<file path="src/hw/rtl/itaf_pkg.sv">
// types and constants of the integer to ascii formatter
// no dependencies
`default_nettype none

package itaf_pkg;

	localparam logic [1:0] BASE_DEC = 2'd0;
	localparam logic [1:0] BASE_HEX = 2'd1;
	localparam logic [1:0] BASE_OCT = 2'd2;
	localparam logic [1:0] BASE_BIN = 2'd3;

	localparam logic [1:0] SIGN_PLUS  = 2'd1;
	localparam logic [1:0] SIGN_SPACE = 2'd2;

	localparam logic [7:0] CH_ZERO  = 8'h30;
	localparam logic [7:0] CH_LX    = 8'h78;
	localparam logic [7:0] CH_UX    = 8'h58;
	localparam logic [7:0] CH_LB    = 8'h62;
	localparam logic [7:0] CH_MINUS = 8'h2d;
	localparam logic [7:0] CH_PLUS  = 8'h2b;
	localparam logic [7:0] CH_SPACE = 8'h20;
	localparam logic [7:0] CH_LA    = 8'h61;
	localparam logic [7:0] CH_UA    = 8'h41;
	localparam logic [7:0] CH_NUL   = 8'h00;

	localparam logic [6:0] MAX_TEXT = 7'd64;

	typedef struct packed {
		logic [63:0] magnitude;
		logic        negative;
		logic [1:0]  base_sel;
		logic [5:0]  precision;
		logic [6:0]  field_width;
		logic        left_align;
		logic        zero_pad;
		logic [1:0]  sign_mode;
		logic        alt_form;
		logic        upper_case;
		logic        precision_given;
		logic        pointer_form;
	} itaf_in_t;

	typedef struct packed {
		logic [7:0] out_char;
		logic       last_char;
		logic       empty_text;
	} itaf_out_t;

endpackage

`default_nettype wire

</file>
<file path="src/hw/rtl/integer_to_ascii_formatter.sv">
// integer to ascii formatter, top level
// depends on itaf_pkg
//
// usage:
//   item channel (item_valid, item_stall, item) takes one number with its
//   printf flags; text channel (text_valid, text_stall, text) returns the
//   formatted characters one word each, last_char set on the final one.
//   when nothing is printed a single word with empty_text set is returned.
// operation:
//   decimal values other than zero run a binary to bcd conversion first;
//   then the digits, the padding zeros and the prefix and sign slots are
//   written to the buffer, the first read is primed and the output words
//   are sent, each one held while text_stall is high.
//   one item is in work at a time; item_stall is high until the last word
//   has been loaded into the output register.
// reset clears the control state; the text register holds its word while
// text_stall is high and the formatter waits.
`default_nettype none

module integer_to_ascii_formatter #(
	parameter int DIGIT_BUFFER_SIZE = 32
) (
	input  wire                  clk,
	input  wire                  arst_n,
	input  wire                  item_valid,
	output logic                 item_stall,
	input  itaf_pkg::itaf_in_t   item,
	output logic                 text_valid,
	input  wire                  text_stall,
	output itaf_pkg::itaf_out_t  text
);
	import itaf_pkg::*;

	localparam int AW = (DIGIT_BUFFER_SIZE > 1) ? $clog2(DIGIT_BUFFER_SIZE) : 1;
	localparam logic [6:0] SZ = 7'(DIGIT_BUFFER_SIZE);

	localparam logic [3:0] ST_IDLE   = 4'd0;
	localparam logic [3:0] ST_DABBLE = 4'd1;
	localparam logic [3:0] ST_DIGIT  = 4'd2;
	localparam logic [3:0] ST_PAD    = 4'd3;
	localparam logic [3:0] ST_PFX    = 4'd4;
	localparam logic [3:0] ST_PUSH   = 4'd5;
	localparam logic [3:0] ST_PRIME  = 4'd6;
	localparam logic [3:0] ST_EMIT   = 4'd7;

	logic [3:0]  state_q;
	logic [79:0] sr_q;
	logic [63:0] mag_q;
	logic [5:0]  cnt_q;
	logic [1:0]  base_q;
	logic        upper_q, neg_q, ptr_q, pgiven_q, left_q, zpad_q, alt_q, plus_q, space_q;
	logic [5:0]  prec_q;
	logic [6:0]  width_q;
	logic [6:0]  len_q;
	logic [6:0]  unpad_q;
	logic [2:0]  pv_q;
	logic [7:0]  pc0_q, pc1_q, pc2_q;
	logic [6:0]  lead_q, total_q, pos_q;
	logic [7:0]  rd_q;
	logic [7:0]  buf_q [DIGIT_BUFFER_SIZE];

	logic        buf_we;
	logic [AW-1:0] buf_wa, buf_ra;
	logic [7:0]  buf_wd;

	// accept-time normalization
	logic [6:0] width_c;
	logic       zpad_c, sign_c;
	always_comb begin
		width_c = (item.field_width > MAX_TEXT) ? MAX_TEXT : item.field_width;
		zpad_c  = item.zero_pad & ~item.precision_given;
		sign_c  = item.negative | (item.sign_mode == SIGN_PLUS) |
			(item.sign_mode == SIGN_SPACE);
		if (!item.left_align && width_c != 7'd0 && zpad_c && sign_c)
			width_c = width_c - 7'd1;
	end

	// double dabble adjust
	logic [79:0] adj_c;
	always_comb begin
		for (int i = 0; i < 20; i++)
			adj_c[4*i +: 4] = (sr_q[4*i +: 4] >= 4'd5) ? sr_q[4*i +: 4] + 4'd3
				: sr_q[4*i +: 4];
	end

	// digit step
	logic [3:0]  dig_c;
	logic [79:0] sr_next_c;
	logic [7:0]  dch_c;
	always_comb begin
		unique case (base_q)
			BASE_DEC, BASE_HEX: begin
				dig_c = sr_q[3:0];
				sr_next_c = sr_q >> 4;
			end
			BASE_OCT: begin
				dig_c = {1'b0, sr_q[2:0]};
				sr_next_c = sr_q >> 3;
			end
			default: begin
				dig_c = {3'b0, sr_q[0]};
				sr_next_c = sr_q >> 1;
			end
		endcase
		if (dig_c < 4'd10)
			dch_c = CH_ZERO + {4'b0, dig_c};
		else
			dch_c = (upper_q ? CH_UA : CH_LA) + {4'b0, dig_c} - 8'd10;
	end

	// padding and prefix
	logic       pad_c, alt_eff_c;
	logic [6:0] len_adj_c;
	always_comb begin
		pad_c = ((!left_q && zpad_q && len_q < width_q) || (len_q < {1'b0, prec_q}))
			&& len_q < SZ;
		alt_eff_c = alt_q & ~(base_q == BASE_OCT && len_q > unpad_q);
		len_adj_c = len_q;
		if (!pgiven_q && len_q != 7'd0 && (len_q == {1'b0, prec_q} || len_q == width_q))
		begin
			if (unpad_q < len_adj_c)
				len_adj_c = len_adj_c - 7'd1;
			if (len_adj_c != 7'd0 && (base_q == BASE_HEX || base_q == BASE_BIN) &&
				unpad_q < len_adj_c)
				len_adj_c = len_adj_c - 7'd1;
		end
	end

	// emit bookkeeping
	logic [6:0] lead_c, total_c, pos_nx_c, idx_c;
	logic       slot_free_c, load_c, last_c, emit_empty_c;
	logic [7:0] ch_c;
	always_comb begin
		lead_c  = (!left_q && !zpad_q && width_q > len_q) ? width_q - len_q : 7'd0;
		total_c = (zpad_q && !left_q) ? len_q : ((width_q > len_q) ? width_q : len_q);
		slot_free_c = !text_valid || !text_stall;
		load_c = (state_q == ST_EMIT) && slot_free_c;
		pos_nx_c = load_c ? pos_q + 7'd1 : pos_q;
		if (state_q == ST_PRIME)
			idx_c = lead_c + len_q - 7'd1;
		else
			idx_c = lead_q + len_q - 7'd1 - pos_nx_c;
		emit_empty_c = (total_q == 7'd0);
		last_c = emit_empty_c || (pos_q + 7'd1 == total_q);
		if (emit_empty_c)
			ch_c = CH_NUL;
		else if (pos_q < lead_q || pos_q >= lead_q + len_q)
			ch_c = CH_SPACE;
		else
			ch_c = rd_q;
	end

	// buffer write port
	always_comb begin
		buf_we = 1'b0;
		buf_wa = len_q[AW-1:0];
		buf_wd = CH_ZERO;
		unique case (state_q)
			ST_IDLE: begin
				buf_we = item_valid && item.magnitude == 64'd0 && !item.precision_given;
				buf_wa = '0;
			end
			ST_DIGIT: begin
				buf_we = 1'b1;
				buf_wd = dch_c;
			end
			ST_PAD: buf_we = pad_c;
			ST_PUSH: begin
				buf_we = (pv_q != 3'b000) && len_q < SZ;
				buf_wd = pv_q[0] ? pc0_q : (pv_q[1] ? pc1_q : pc2_q);
			end
			default: buf_we = 1'b0;
		endcase
		buf_ra = idx_c[AW-1:0];
	end

	always_ff @(posedge clk) begin
		if (buf_we)
			buf_q[buf_wa] <= buf_wd;
		rd_q <= buf_q[buf_ra];
	end

	assign item_stall = (state_q != ST_IDLE);

	always_ff @(posedge clk or negedge arst_n) begin
		if (!arst_n) begin
			state_q    <= ST_IDLE;
			text_valid <= 1'b0;
		end else begin
			if (text_valid && !text_stall)
				text_valid <= 1'b0;
			unique case (state_q)
				ST_IDLE: if (item_valid) begin
					if (item.magnitude == 64'd0)
						state_q <= ST_PAD;
					else if (item.base_sel == BASE_DEC)
						state_q <= ST_DABBLE;
					else
						state_q <= ST_DIGIT;
				end
				ST_DABBLE: if (cnt_q == 6'd0) state_q <= ST_DIGIT;
				ST_DIGIT: if (sr_next_c == 80'd0 || len_q + 7'd1 == SZ) state_q <= ST_PAD;
				ST_PAD: if (!pad_c) state_q <= ST_PFX;
				ST_PFX: state_q <= ST_PUSH;
				ST_PUSH: if (pv_q == 3'b000) state_q <= ST_PRIME;
				ST_PRIME: state_q <= ST_EMIT;
				ST_EMIT: if (load_c) begin
					text_valid <= 1'b1;
					if (last_c)
						state_q <= ST_IDLE;
				end
				default: state_q <= ST_IDLE;
			endcase
		end
	end

	always_ff @(posedge clk) begin
		unique case (state_q)
			ST_IDLE: if (item_valid) begin
				base_q   <= item.base_sel;
				upper_q  <= item.upper_case;
				neg_q    <= item.negative;
				ptr_q    <= item.pointer_form;
				pgiven_q <= item.precision_given;
				left_q   <= item.left_align;
				zpad_q   <= zpad_c;
				plus_q   <= item.sign_mode == SIGN_PLUS;
				space_q  <= item.sign_mode == SIGN_SPACE;
				prec_q   <= item.precision;
				width_q  <= width_c;
				mag_q    <= item.magnitude;
				cnt_q    <= 6'd63;
				alt_q    <= item.alt_form && item.base_sel != BASE_DEC;
				if (item.magnitude == 64'd0) begin
					if (!item.precision_given) begin
						len_q   <= 7'd1;
						unpad_q <= 7'd1;
						alt_q   <= 1'b0;
					end else begin
						len_q   <= 7'd0;
						unpad_q <= 7'd0;
						if (item.base_sel == BASE_HEX)
							alt_q <= 1'b0;
					end
				end else begin
					len_q <= 7'd0;
					sr_q  <= (item.base_sel == BASE_DEC) ? 80'd0 : {16'd0, item.magnitude};
				end
			end
			ST_DABBLE: begin
				sr_q  <= {adj_c[78:0], mag_q[63]};
				mag_q <= mag_q << 1;
				cnt_q <= cnt_q - 6'd1;
			end
			ST_DIGIT: begin
				sr_q    <= sr_next_c;
				len_q   <= len_q + 7'd1;
				unpad_q <= len_q + 7'd1;
			end
			ST_PAD: if (pad_c) len_q <= len_q + 7'd1;
			ST_PFX: begin
				pv_q[0] <= (alt_eff_c || ptr_q) && (base_q == BASE_HEX || base_q == BASE_BIN);
				pc0_q   <= (base_q == BASE_HEX) ? (upper_q ? CH_UX : CH_LX) : CH_LB;
				pv_q[1] <= alt_eff_c || ptr_q;
				pc1_q   <= CH_ZERO;
				pv_q[2] <= neg_q || plus_q || space_q;
				pc2_q   <= neg_q ? CH_MINUS : (plus_q ? CH_PLUS : CH_SPACE);
				if (alt_eff_c || ptr_q)
					len_q <= len_adj_c;
			end
			ST_PUSH: begin
				if (pv_q[0])
					pv_q[0] <= 1'b0;
				else if (pv_q[1])
					pv_q[1] <= 1'b0;
				else
					pv_q[2] <= 1'b0;
				if (pv_q != 3'b000 && len_q < SZ)
					len_q <= len_q + 7'd1;
			end
			ST_PRIME: begin
				lead_q  <= lead_c;
				total_q <= total_c;
				pos_q   <= 7'd0;
			end
			ST_EMIT: if (load_c) begin
				pos_q           <= pos_nx_c;
				text.out_char   <= ch_c;
				text.last_char  <= last_c;
				text.empty_text <= emit_empty_c;
			end
			default: pos_q <= pos_q;
		endcase
	end

endmodule

`default_nettype wire

</file>
<file path="config.mk">
export PLATFORM = sky130hd
export DESIGN_NAME = integer_to_ascii_formatter
export DESIGN_NICKNAME = d
export VERILOG_FILES = /design/src/hw/rtl/itaf_pkg.sv /design/src/hw/rtl/integer_to_ascii_formatter.sv
export SDC_FILE = /design/constraint.sdc
export NUM_CORES = 1
export LEC_CHECK = 0
export BUFFER_PORTS_ARGS = -buffer_cell sky130_fd_sc_hd__buf_2
export CORE_AREA = 3 3 197 296
export CTS_BUF_LIST = sky130_fd_sc_hd__clkbuf_4 sky130_fd_sc_hd__clkbuf_8
export DETAILED_ROUTE_END_ITERATION = 6
export DIE_AREA = 0 0 200 299
export GPL_ROUTABILITY_DRIVEN = 0
export SKIP_CTS_REPAIR_TIMING = 1
export SYNTH_ARGS = -nofsm -noshare
export SYNTH_HDL_FRONTEND = slang
export SYNTH_SLANG_ARGS = --single-unit
</file>
<file path="constraint.sdc">
create_clock -name clk -period 9.8 [get_ports clk]
set_input_delay 1.96 -clock clk [delete_from_list [all_inputs] [get_ports clk]]
set_output_delay 1.96 -clock clk [all_outputs]
set_load 0.05 [all_outputs]
</file>
Word level (Yosys, flattened, before mapping)
Memories as Yosys holds them, arrays and structs flattened. A register that Yosys moved wholly into a read port is not among the register bits.
Index checks and enable logic that the tools add are counted.
Widths: inputs -> output; s select.
Storage, ports and cells
  bits in registers: 243
  output and inout bits: 12
  memory bits (writable): 256
  memories: 1
  logic and storage cells: 289
Memory list
  buf_q: depth 32, bits a word 8, rd ports 1, clocked after Yosys merged registers in 1, write ports 1, RTL line integer_to_ascii_formatter.sv:60  | logic [7:0] buf_q [DIGIT_BUFFER_SIZE];
Operators by class
  muxes and demuxes: 84
  equal/unequal tests: 32
  bitwise operators: 6
  reductions and logical operators: 69
  $add $sub $neg: 35
  $lt $le $gt $ge: 31
Operators with widths (count)
  $pmux 80 s3: 1
  $mux 80: 2
  $pmux 79 s2: 1
  $mux 64: 2
  $pmux 64 s2: 1
  $mux 7: 18
  $mux 4: 27
  $ge 4x3->1 const B: 20
  $logic_not 80->1: 1
  $add 4x2->4 const B: 19
  $logic_not 64->1: 1
  $pmux 7 s5: 1
  $pmux 4 s8: 1
  $ne 2x2->1 const B: 15
  $lt 7x7->1: 4
  $pmux 7 s2: 2
  $mux 6: 4
  $mux 8: 3
  $reduce_bool 7->1: 3
  $sub 7x1->7 const B: 3
  $logic_and 1x1->1: 20
  $eq 4x3->1 const B: 4
  $pmux 8 s2: 1
  $add 7x1->7 const B: 2
  other kinds (50): 101

Depth between registers and ports, before layout
Gate-level depths: netlist (run 1).
  word-level depth: 11
  gate-level depth with buffers: 20
  gate-level depth less buffers: 18

Least setup slack after synthesis (run 1)
OpenSTA, ideal clock, no wires.
  path type: input to register
  start: input text_stall
  end: register rd_q[0] (read register of buf_q)
  data required time: 9.659 ns
  arrival: 4.614 ns
  buffers on the path: 1
  slack: 5.045 ns
  stages on the path: 18
  setup time: 0.141 ns
  path through: nand2_1 nand2b_1 inv_1 xnor2_1 ha_1 inv_1 fa_1 inv_1 a21o_1 a21oi_1 xnor2_1 xnor2_1 nor2_1 a21oi_1 clkbuf_1 o21ai_0 nor3_1 a22oi_1
On the way
  longest elaborated chain between the ends: 6
RTL lines
  start: declaration: RTL line integer_to_ascii_formatter.sv:29  | input wire text_stall,
  $logic_not 1->1: RTL line integer_to_ascii_formatter.sv:136  | slot_free_c = !text_valid || !text_stall;
  $logic_or 1x1->1: RTL line integer_to_ascii_formatter.sv:136
  $logic_and 1x1->1: RTL line integer_to_ascii_formatter.sv:137  | load_c = (state_q == ST_EMIT) && slot_free_c;
  $mux 7: RTL line integer_to_ascii_formatter.sv:138  | pos_nx_c = load_c ? pos_q + 7'd1 : pos_q;
  $sub 5x5->5: RTL line integer_to_ascii_formatter.sv:142  | idx_c = lead_q + len_q - 7'd1 - pos_nx_c;
  $mux 5: RTL line integer_to_ascii_formatter.sv:139  | if (state_q == ST_PRIME)
  end: declaration: RTL line integer_to_ascii_formatter.sv:59  | logic [7:0] rd_q;
Every way passes these cells.
A chain may end at the register's enable or synchronous reset.

Worst setup path after layout (run 1)
  start: register len_q[3]
  end: register rd_q[0] (read register of buf_q)
On the way
  longest elaborated chain between the ends: 6
RTL lines
  start: declaration: RTL line integer_to_ascii_formatter.sv:54  | logic [6:0] len_q;
  start signal: assignment: RTL line integer_to_ascii_formatter.sv:257  | len_q <= len_q + 7'd1;
  start signal: assignment: RTL line integer_to_ascii_formatter.sv:260  | ST_PAD: if (pad_c) len_q <= len_q + 7'd1;
  start signal: assignment: RTL line integer_to_ascii_formatter.sv:269  | len_q <= len_adj_c;
  $gt 7x7->1: RTL line integer_to_ascii_formatter.sv:134  | lead_c = (!left_q && !zpad_q && width_q > len_q) ? width_q - len_q : 7'd0;
  $logic_and 1x1->1: RTL line integer_to_ascii_formatter.sv:134
  $mux 7: RTL line integer_to_ascii_formatter.sv:134
  $add 5x5->5: RTL line integer_to_ascii_formatter.sv:140  | idx_c = lead_c + len_q - 7'd1;
  $sub 5x1->5: RTL line integer_to_ascii_formatter.sv:140
  $mux 5 (*): RTL line integer_to_ascii_formatter.sv:139
Every way passes the cells marked *; elsewhere a longest branch is shown, timed or not.

==> results by group, run 1 <==
Setup path
  – Reg2Reg Depth: 15
  – Critical path fanouts, max: 13
  – Setup Crit Path Kind: register to register
  – Nature of the critical path endpoint: register
  – Worst EP arrival: 6650 ps
  – Data required time at the worst endpoint: 10400 ps
  – CP Cell Sequence: clkinv_1 > ha_1 > nand4_1 > a21oi_1 > o21a_1 > nand2b_1 > ha_1 > inv_1 > ha_1 > fa_1 > o21ai_0 > nand3_1 > o22ai_1 > nor3_1 > a22oi_1
  – Cell mode on critical path: sky130_fd_sc_hd__ha_1
  – Type of element launching the critical path: register
  – Maximum cell stage delay along the critical path: 800 ps
  – Cell with the largest stage delay on the worst path: sky130_fd_sc_hd__edfxtp_1

STA
  – Post-route fraction of the period consumed by the critical path: 0.618
  – Setup skew after layout: 49.7 ps
  – Worst slew slack as a fraction of its limit: 0.170
  – Final hold violation count: 0
  – Total negative slack for setup checks: 0 ps
  – Slew at the pin closest to its max-slew limit: 1230 ps
  – # setup viols final: 0
  – Setup repair after global routing missed its margin: false
  – Minimum clock period: 6050 ps
  – Pins over their slew limit: 0
  – Maximum clock frequency: 0.165 GHz

Floorplan
  – Full die area: 59800 sq um
  – Number of placement rows: 106
  – Core region area: 55800 sq um
  – Starting density of the core: 0.450
  – Total I/O pin count: 104
  – Die width: 200 um
  – Y dimension of the die: 299 um

Synth
  – Synthesis Warnings: 0
  – Most used DFF post-synth: sky130_fd_sc_hd__edfxtp_1
  – Number of synthesized register bits: 462
  – Mean instance size in the synthesized netlist: 10.4 sq um
  – Post-synth net total: 2606
  – Number of enable flip-flop cells after synthesis: 451
  – Post-Syn Instances: 2410
  – Fraction of the yosys area taken by sequential cells: 0.549
  – Number of unique standard cell types used by synthesis: 69
  – Netlist area before placement: 25100 sq um
  – Async set or reset register ratio after synthesis: 0.00866

Global routing
  – Antenna violations before repair: 1
  – Overall global routing resource usage: 0.237
  – Via count of the first global-routing pass: 19100
  – Maximum number of pins on one net before global-route repair: 92
  – Overall overflow remaining after global route: 0
  – Wire length of the first global-routing pass: 109 mm

Final layout
  – Footprint of the multi-input gates: 10500 sq um
  – Number of fill cells in the layout: 5058
  – Seq. cell area: 13800 sq um
  – Layout overhead on the synthesized area: 11.6%
  – Nets: 2694
  – Fraction of layout cells with a size suffix above 1: 0.111

Flow run
  – Number of maximum-capacitance violations: 0

Placement
  – DP Wirelength: 50.2 mm
  – PortBufs: 102

Hold path
  – Worst min path class: register to register
  – Number of cells on the worst hold path: 0

Route
  – DRC errors left: 0
  – Final routed wire length divided by cell count: 21.5 um
  – Total length of routed wires: 71.4 mm
  – Post-detailed-route count of antenna-violating nets: 0
  – Initial DRT Pass Iterations: 7
  – Vias post-DR: 19100
  – Starting DRC count in detailed routing: 1512
  – Number of vias per cell after detailed routing: 5.78

Clock network
  – Number of buffers created by CTS: 76
  – Clock latency reported for the late side of the worst-skew pair: 710 ps
  – Max clock buf depth: 3
  – Total clock sinks: 462
  – CTS root buffer: sky130_fd_sc_hd__clkbuf_8
  – Clock tree from TritonCTS: yes
  – Clock transition at path regs: 60 ps
  – H-tree levels: 3

Outcome
  – Status: finished, final reports clean
per-stage QoR:
step / utilization / cells / area, sq um / hold WS (ps) / setup slack [ps]
after floorplan: - / 2410 / 25100 / 442 / 5040
after global routing: 0.502 / 3315 / 28000 / 516 / 3520
after detailed placement: 0.472 / 3176 / 26300 / 469 / 3280
final: 0.502 / 3315 / 28000 / 491 / 3750
after global placement: 0.472 / 3175 / 26300 / 467 / 3390
after CTS: 0.502 / 3314 / 28000 / 489 / 3890
per-layer routing:
metal | GRT usage | wire [um]
met5 | 0 | 0
met2 | 0.429 | 37400
met1 | 0.277 | 26700
met4 | 0.108 | 3260
met3 | 0.0294 | 3940
flip-flops by register name, indices dropped and copies added (netlist names), 2 cells and up:
register	cells
pc2_q	3
state_q	3
len_q	7
pos_q	7
rd_q	7
pc0_q	3
pv_q	3
lead_q	7
cnt_q	6
base_q	2
buf_q	224
text	9
prec_q	6
mag_q	64
width_q	7
sr_q	80
total_q	7
unpad_q	7
Yosys cell counts, types with 33 or more instances:
cell                       instances  area share
sky130_fd_sc_hd__nand2_1         474       0.071
sky130_fd_sc_hd__nor2_1          147       0.022
sky130_fd_sc_hd__nor3_1           34      0.0068
sky130_fd_sc_hd__o21ai_0         160       0.032
sky130_fd_sc_hd__o211ai_1         38       0.011
sky130_fd_sc_hd__xnor2_1          57       0.020
sky130_fd_sc_hd__nor4_1           39      0.0097
sky130_fd_sc_hd__mux2i_1         114       0.045
sky130_fd_sc_hd__edfxtp_1        451        0.54
sky130_fd_sc_hd__inv_1           100       0.015
sky130_fd_sc_hd__a21oi_1         190       0.038
sky130_fd_sc_hd__ha_1            100       0.050
sky130_fd_sc_hd__o22ai_1          44       0.011
sky130_fd_sc_hd__clkbuf_1         84       0.013
sky130_fd_sc_hd__nand3_1          33      0.0066
critical path: cells and delay by family (launching register included):
kind,cells,cell delay [ps]
adder cells (fa/ha/maj),4,1460
AND/OR/NAND/NOR,4,1080
AO/OA/AOI/OAI,5,2050
buffers and inverters,2,570
flip-flops,1,800
layout make-up:
class,count,area share
Inverter,101,0.0135
Timing Repair Buffer,125,0.0245
Multi-Input combinational cell,1732,0.377
Clock buffer,95,0.0424
Clock inverter,43,0.0169
Antenna cell,1,0.0000893
Tap cell,756,0.0338
Sequential cell,462,0.492
kinds of logic after synthesis:
logic type	after synthesis	share of synthesized area
other cells	1	0.000149
simple gates	864	0.152
mux	121	0.0486
xor+xnor	70	0.0247
buf+inv	216	0.0339
flops	462	0.549
fa+ha+maj	104	0.0530
compound gates	572	0.139
final timing paths:
kind	from	end	slack (ps)
hold / removal	neg_q	pc2_q[2]	490
setup reg to reg	len_q[3]	rd_q[0]	3750
min in group asynchronous	arst_n	state_q[0]	1100
max in group asynchronous	arst_n	text_valid	8520
hold reg to reg	neg_q	pc2_q[2]	490
setup / recovery	len_q[3]	rd_q[0]	3750
placed cells by master (no fill, tap or decap), types with 5 or more instances in the layout:
cell	count
sky130_fd_sc_hd__o211ai_1	38
sky130_fd_sc_hd__a2111oi_0	8
sky130_fd_sc_hd__a21oi_1	189
sky130_fd_sc_hd__clkinv_1	15
sky130_fd_sc_hd__nand2_1	472
sky130_fd_sc_hd__buf_4	22
sky130_fd_sc_hd__nor4_1	39
sky130_fd_sc_hd__ha_1	100
sky130_fd_sc_hd__xor2_1	12
sky130_fd_sc_hd__nand3_1	33
sky130_fd_sc_hd__a2bb2oi_1	5
sky130_fd_sc_hd__dfxtp_1	7
sky130_fd_sc_hd__or3_1	5
sky130_fd_sc_hd__buf_2	102
sky130_fd_sc_hd__mux2i_1	114
sky130_fd_sc_hd__nand2b_1	32
sky130_fd_sc_hd__nor2b_1	25
sky130_fd_sc_hd__o21a_1	10
sky130_fd_sc_hd__clkbuf_8	76
sky130_fd_sc_hd__mux2_2	7
sky130_fd_sc_hd__nor3_1	32
sky130_fd_sc_hd__clkbuf_4	19
sky130_fd_sc_hd__o221ai_1	30
sky130_fd_sc_hd__o21ai_0	156
sky130_fd_sc_hd__clkinv_2	11
sky130_fd_sc_hd__edfxtp_1	451
sky130_fd_sc_hd__a21o_1	20
sky130_fd_sc_hd__nor2_1	147
sky130_fd_sc_hd__xnor2_1	57
sky130_fd_sc_hd__nor3b_1	25
sky130_fd_sc_hd__a211oi_1	5
sky130_fd_sc_hd__and2_1	11
sky130_fd_sc_hd__nand4_1	21
sky130_fd_sc_hd__bufinv_16	8
sky130_fd_sc_hd__a22oi_1	24
sky130_fd_sc_hd__o22ai_1	43
sky130_fd_sc_hd__inv_1	100
Power of run 1 is left out: the tool's default activity adds up to more than one toggle a clock period on the data nets, which glitch-free logic cannot reach.
==> run 2: changes to the inputs <==
==> constraint.sdc (replaced) <==
create_clock -name clk -period 5.75 [get_ports clk]
set_input_delay 1.15 -clock clk [delete_from_list [all_inputs] [get_ports clk]]
set_output_delay 1.15 -clock clk [all_outputs]
set_load 0.05 [all_outputs]
==> run 2 against run 1 <==
Compared with the run above: clock skew down 9.0 ps; global-route usage up 0.32 points; maximum frequency up 13%; routed wire length up 1.0%; hold slack worse by 190 ps; cell count up 0.87%; flip-flop and latch count unchanged; cell area up 0.63%; die area unchanged; critical path depth up 1; non-clock buffer count up 32; setup slack worse by 3300 ps; critical path type unchanged; highest routed layer is now met5.
==> results by group, run 2 (synthesis results as in run 1) <==
Floorplan
  – Total I/O pin count: 104 (unchanged)
  – Full die area: 59800 sq um (unchanged)
  – Die width: 200 um (unchanged)
  – Core region area: 55800 sq um (unchanged)
  – Y dimension of the die: 299 um (unchanged)
  – Starting density of the core: 0.450 (unchanged)
  – Number of placement rows: 106 (unchanged)

STA
  – Setup repair after global routing missed its margin: false (unchanged)
  – Maximum clock frequency: 0.187 GHz (was 0.165 GHz)
  – Hold WS: 300 ps (was 491 ps)
  – Pins over their slew limit: 0 (unchanged)
  – Minimum clock period: 5330 ps (was 6050 ps)
  – Total negative slack for setup checks: 0 ps (unchanged)
  – # setup viols final: 0 (unchanged)
  – Setup skew after layout: 40.7 ps (was 49.7 ps)
  – Slew at the pin closest to its max-slew limit: 1200 ps (was 1230 ps)
  – Final hold violation count: 0 (unchanged)
  – Post-route fraction of the period consumed by the critical path: 0.928 (was 0.618)
  – Worst slew slack as a fraction of its limit: 0.192 (was 0.170)

Final layout
  – Fraction of layout cells with a size suffix above 1: 0.121 (was 0.111)
  – Commonest non-fill, non-tap cells in the layout: 472 x sky130_fd_sc_hd__nand2_1, 451 x sky130_fd_sc_hd__edfxtp_1, 189 x sky130_fd_sc_hd__a21oi_1, 156 x sky130_fd_sc_hd__o21ai_0, 147 x sky130_fd_sc_hd__nor2_1 (unchanged)
  – Nets: 2726 (was 2694)
  – Flip-flop count of the largest register after layout: 224 (unchanged)
  – Layout overhead on the synthesized area: 12.3% (was 11.6%)
  – Number of fill cells in the layout: 5091 (was 5058)
  – Most common cell after layout, fill and taps aside: sky130_fd_sc_hd__nand2_1 (unchanged)
  – Register name with the most flops: buf_q (unchanged)
  – Registers with the most flip-flops: buf_q: 224 flops, sr_q: 80 flops, mag_q: 64 flops (unchanged)
  – Post-route cell area: 28200 sq um (was 28000 sq um)

Global routing
  – Antenna violations before repair: 2 (was 1)
  – Maximum number of pins on one net before global-route repair: 79 (was 92)
  – Wire length of the first global-routing pass: 111 mm (was 109 mm)
  – Overall overflow remaining after global route: 0 (unchanged)
  – Overall global routing resource usage: 0.240 (was 0.237)
  – Via count of the first global-routing pass: 19200 (was 19100)

Clock network
  – Clock latency reported for the late side of the worst-skew pair: 680 ps (was 710 ps)
  – Max clock buf depth: 3 (unchanged)
  – Clock tree from TritonCTS: yes (unchanged)
  – Clock transition at path regs: 70 ps (was 60 ps)
  – Number of buffers created by CTS: 76 (unchanged)
  – H-tree levels: 3 (unchanged)
  – Total clock sinks: 462 (unchanged)
  – CTS root buffer: sky130_fd_sc_hd__clkbuf_8 (unchanged)

Route
  – Total length of routed wires: 72.1 mm (was 71.4 mm)
  – DRC errors left: 0 (unchanged)
  – Number of vias per cell after detailed routing: 5.74 (was 5.78)
  – Final routed wire length divided by cell count: 21.6 um (was 21.5 um)
  – Vias post-DR: 19200 (was 19100)
  – Starting DRC count in detailed routing: 1307 (was 1512)
  – Initial DRT Pass Iterations: 5 (was 7)
  – Post-detailed-route count of antenna-violating nets: 0 (unchanged)

Outcome
  – Status: finished, final reports clean (unchanged)

Flow run
  – Number of maximum-capacitance violations: 0 (unchanged)

Placement
  – DP Wirelength: 51.1 mm (was 50.2 mm)
  – Post-placement cell area: 26600 sq um (was 26300 sq um)
  – PortBufs: 102 (unchanged)

Setup path
  – Nature of the critical path endpoint: register (unchanged)
  – Critical path fanouts, max: 14 (was 13)
  – Data required time at the worst endpoint: 6330 ps (was 10400 ps)
  – Type of element launching the critical path: register (unchanged)
  – Worst EP arrival: 5910 ps (was 6650 ps)
  – Setup Crit Path Kind: register to register (unchanged)
  – Flop-to-flop setup slack: 420 ps (was 3750 ps)

Hold path
  – Worst min path class: input pin to asynchronous set/reset pin (was register to register)
-- run 2: area by class of cell --
class	count	area, sq um	area share
sequential	462	13800	0.489
multi-input combinational	1732	10600	0.375
clock buffer	102	1270	0.0449
timing repair buffer	157	973	0.0345
tap	756	946	0.0336
inverter	101	379	0.0135
clock inverter	33	279	0.00990
antenna	1	2.50	0.0000888
-- run 2: critical path, cell delays in order, from the launching register on --
cell	delay, ps
sky130_fd_sc_hd__edfxtp_1	650
sky130_fd_sc_hd__inv_1	250
sky130_fd_sc_hd__ha_1	400
sky130_fd_sc_hd__o21ai_0	130
sky130_fd_sc_hd__a21oi_1	360
sky130_fd_sc_hd__o21a_1	270
sky130_fd_sc_hd__nand2b_1	120
sky130_fd_sc_hd__ha_1	290
sky130_fd_sc_hd__inv_1	40
sky130_fd_sc_hd__ha_1	210
sky130_fd_sc_hd__fa_1	450
sky130_fd_sc_hd__o21ai_0	700
sky130_fd_sc_hd__nand3_1	590
sky130_fd_sc_hd__o22ai_1	330
sky130_fd_sc_hd__a211o_1	130
sky130_fd_sc_hd__nor4_1	40
sky130_fd_sc_hd__a311oi_1	260
-- run 2: final timing paths --
path | start | to | cells after the start
setup / recovery | len_q[2] | rd_q[6] | 16
hold reg to reg | mag_q[55] | mag_q[56] | 2
max in group asynchronous | arst_n | state_q[2] | 1
min in group clk | mag_q[55] | mag_q[56] | 2
hold / removal | arst_n | text_valid | 1
setup reg to reg | len_q[2] | rd_q[6] | 16
-- run 2: per-stage QoR --
stage,instances,utilization,worst slack [ps]
after floorplan,2410,-,1420
after global placement,3208,0.477,782
after detailed placement,3208,0.477,562
after CTS,3343,0.505,511
after global routing,3344,0.505,122
final,3344,0.505,417
-- run 2: per-layer routing --
metal  track usage  share of wire  vias up
met1         0.279           0.38     9329
met3        0.0303          0.049      172
met2         0.430           0.52      643
met4         0.123          0.052        2
li1              -              -     9065
met5             0        0.00015        -
Power of run 2 is left out for the same reason.
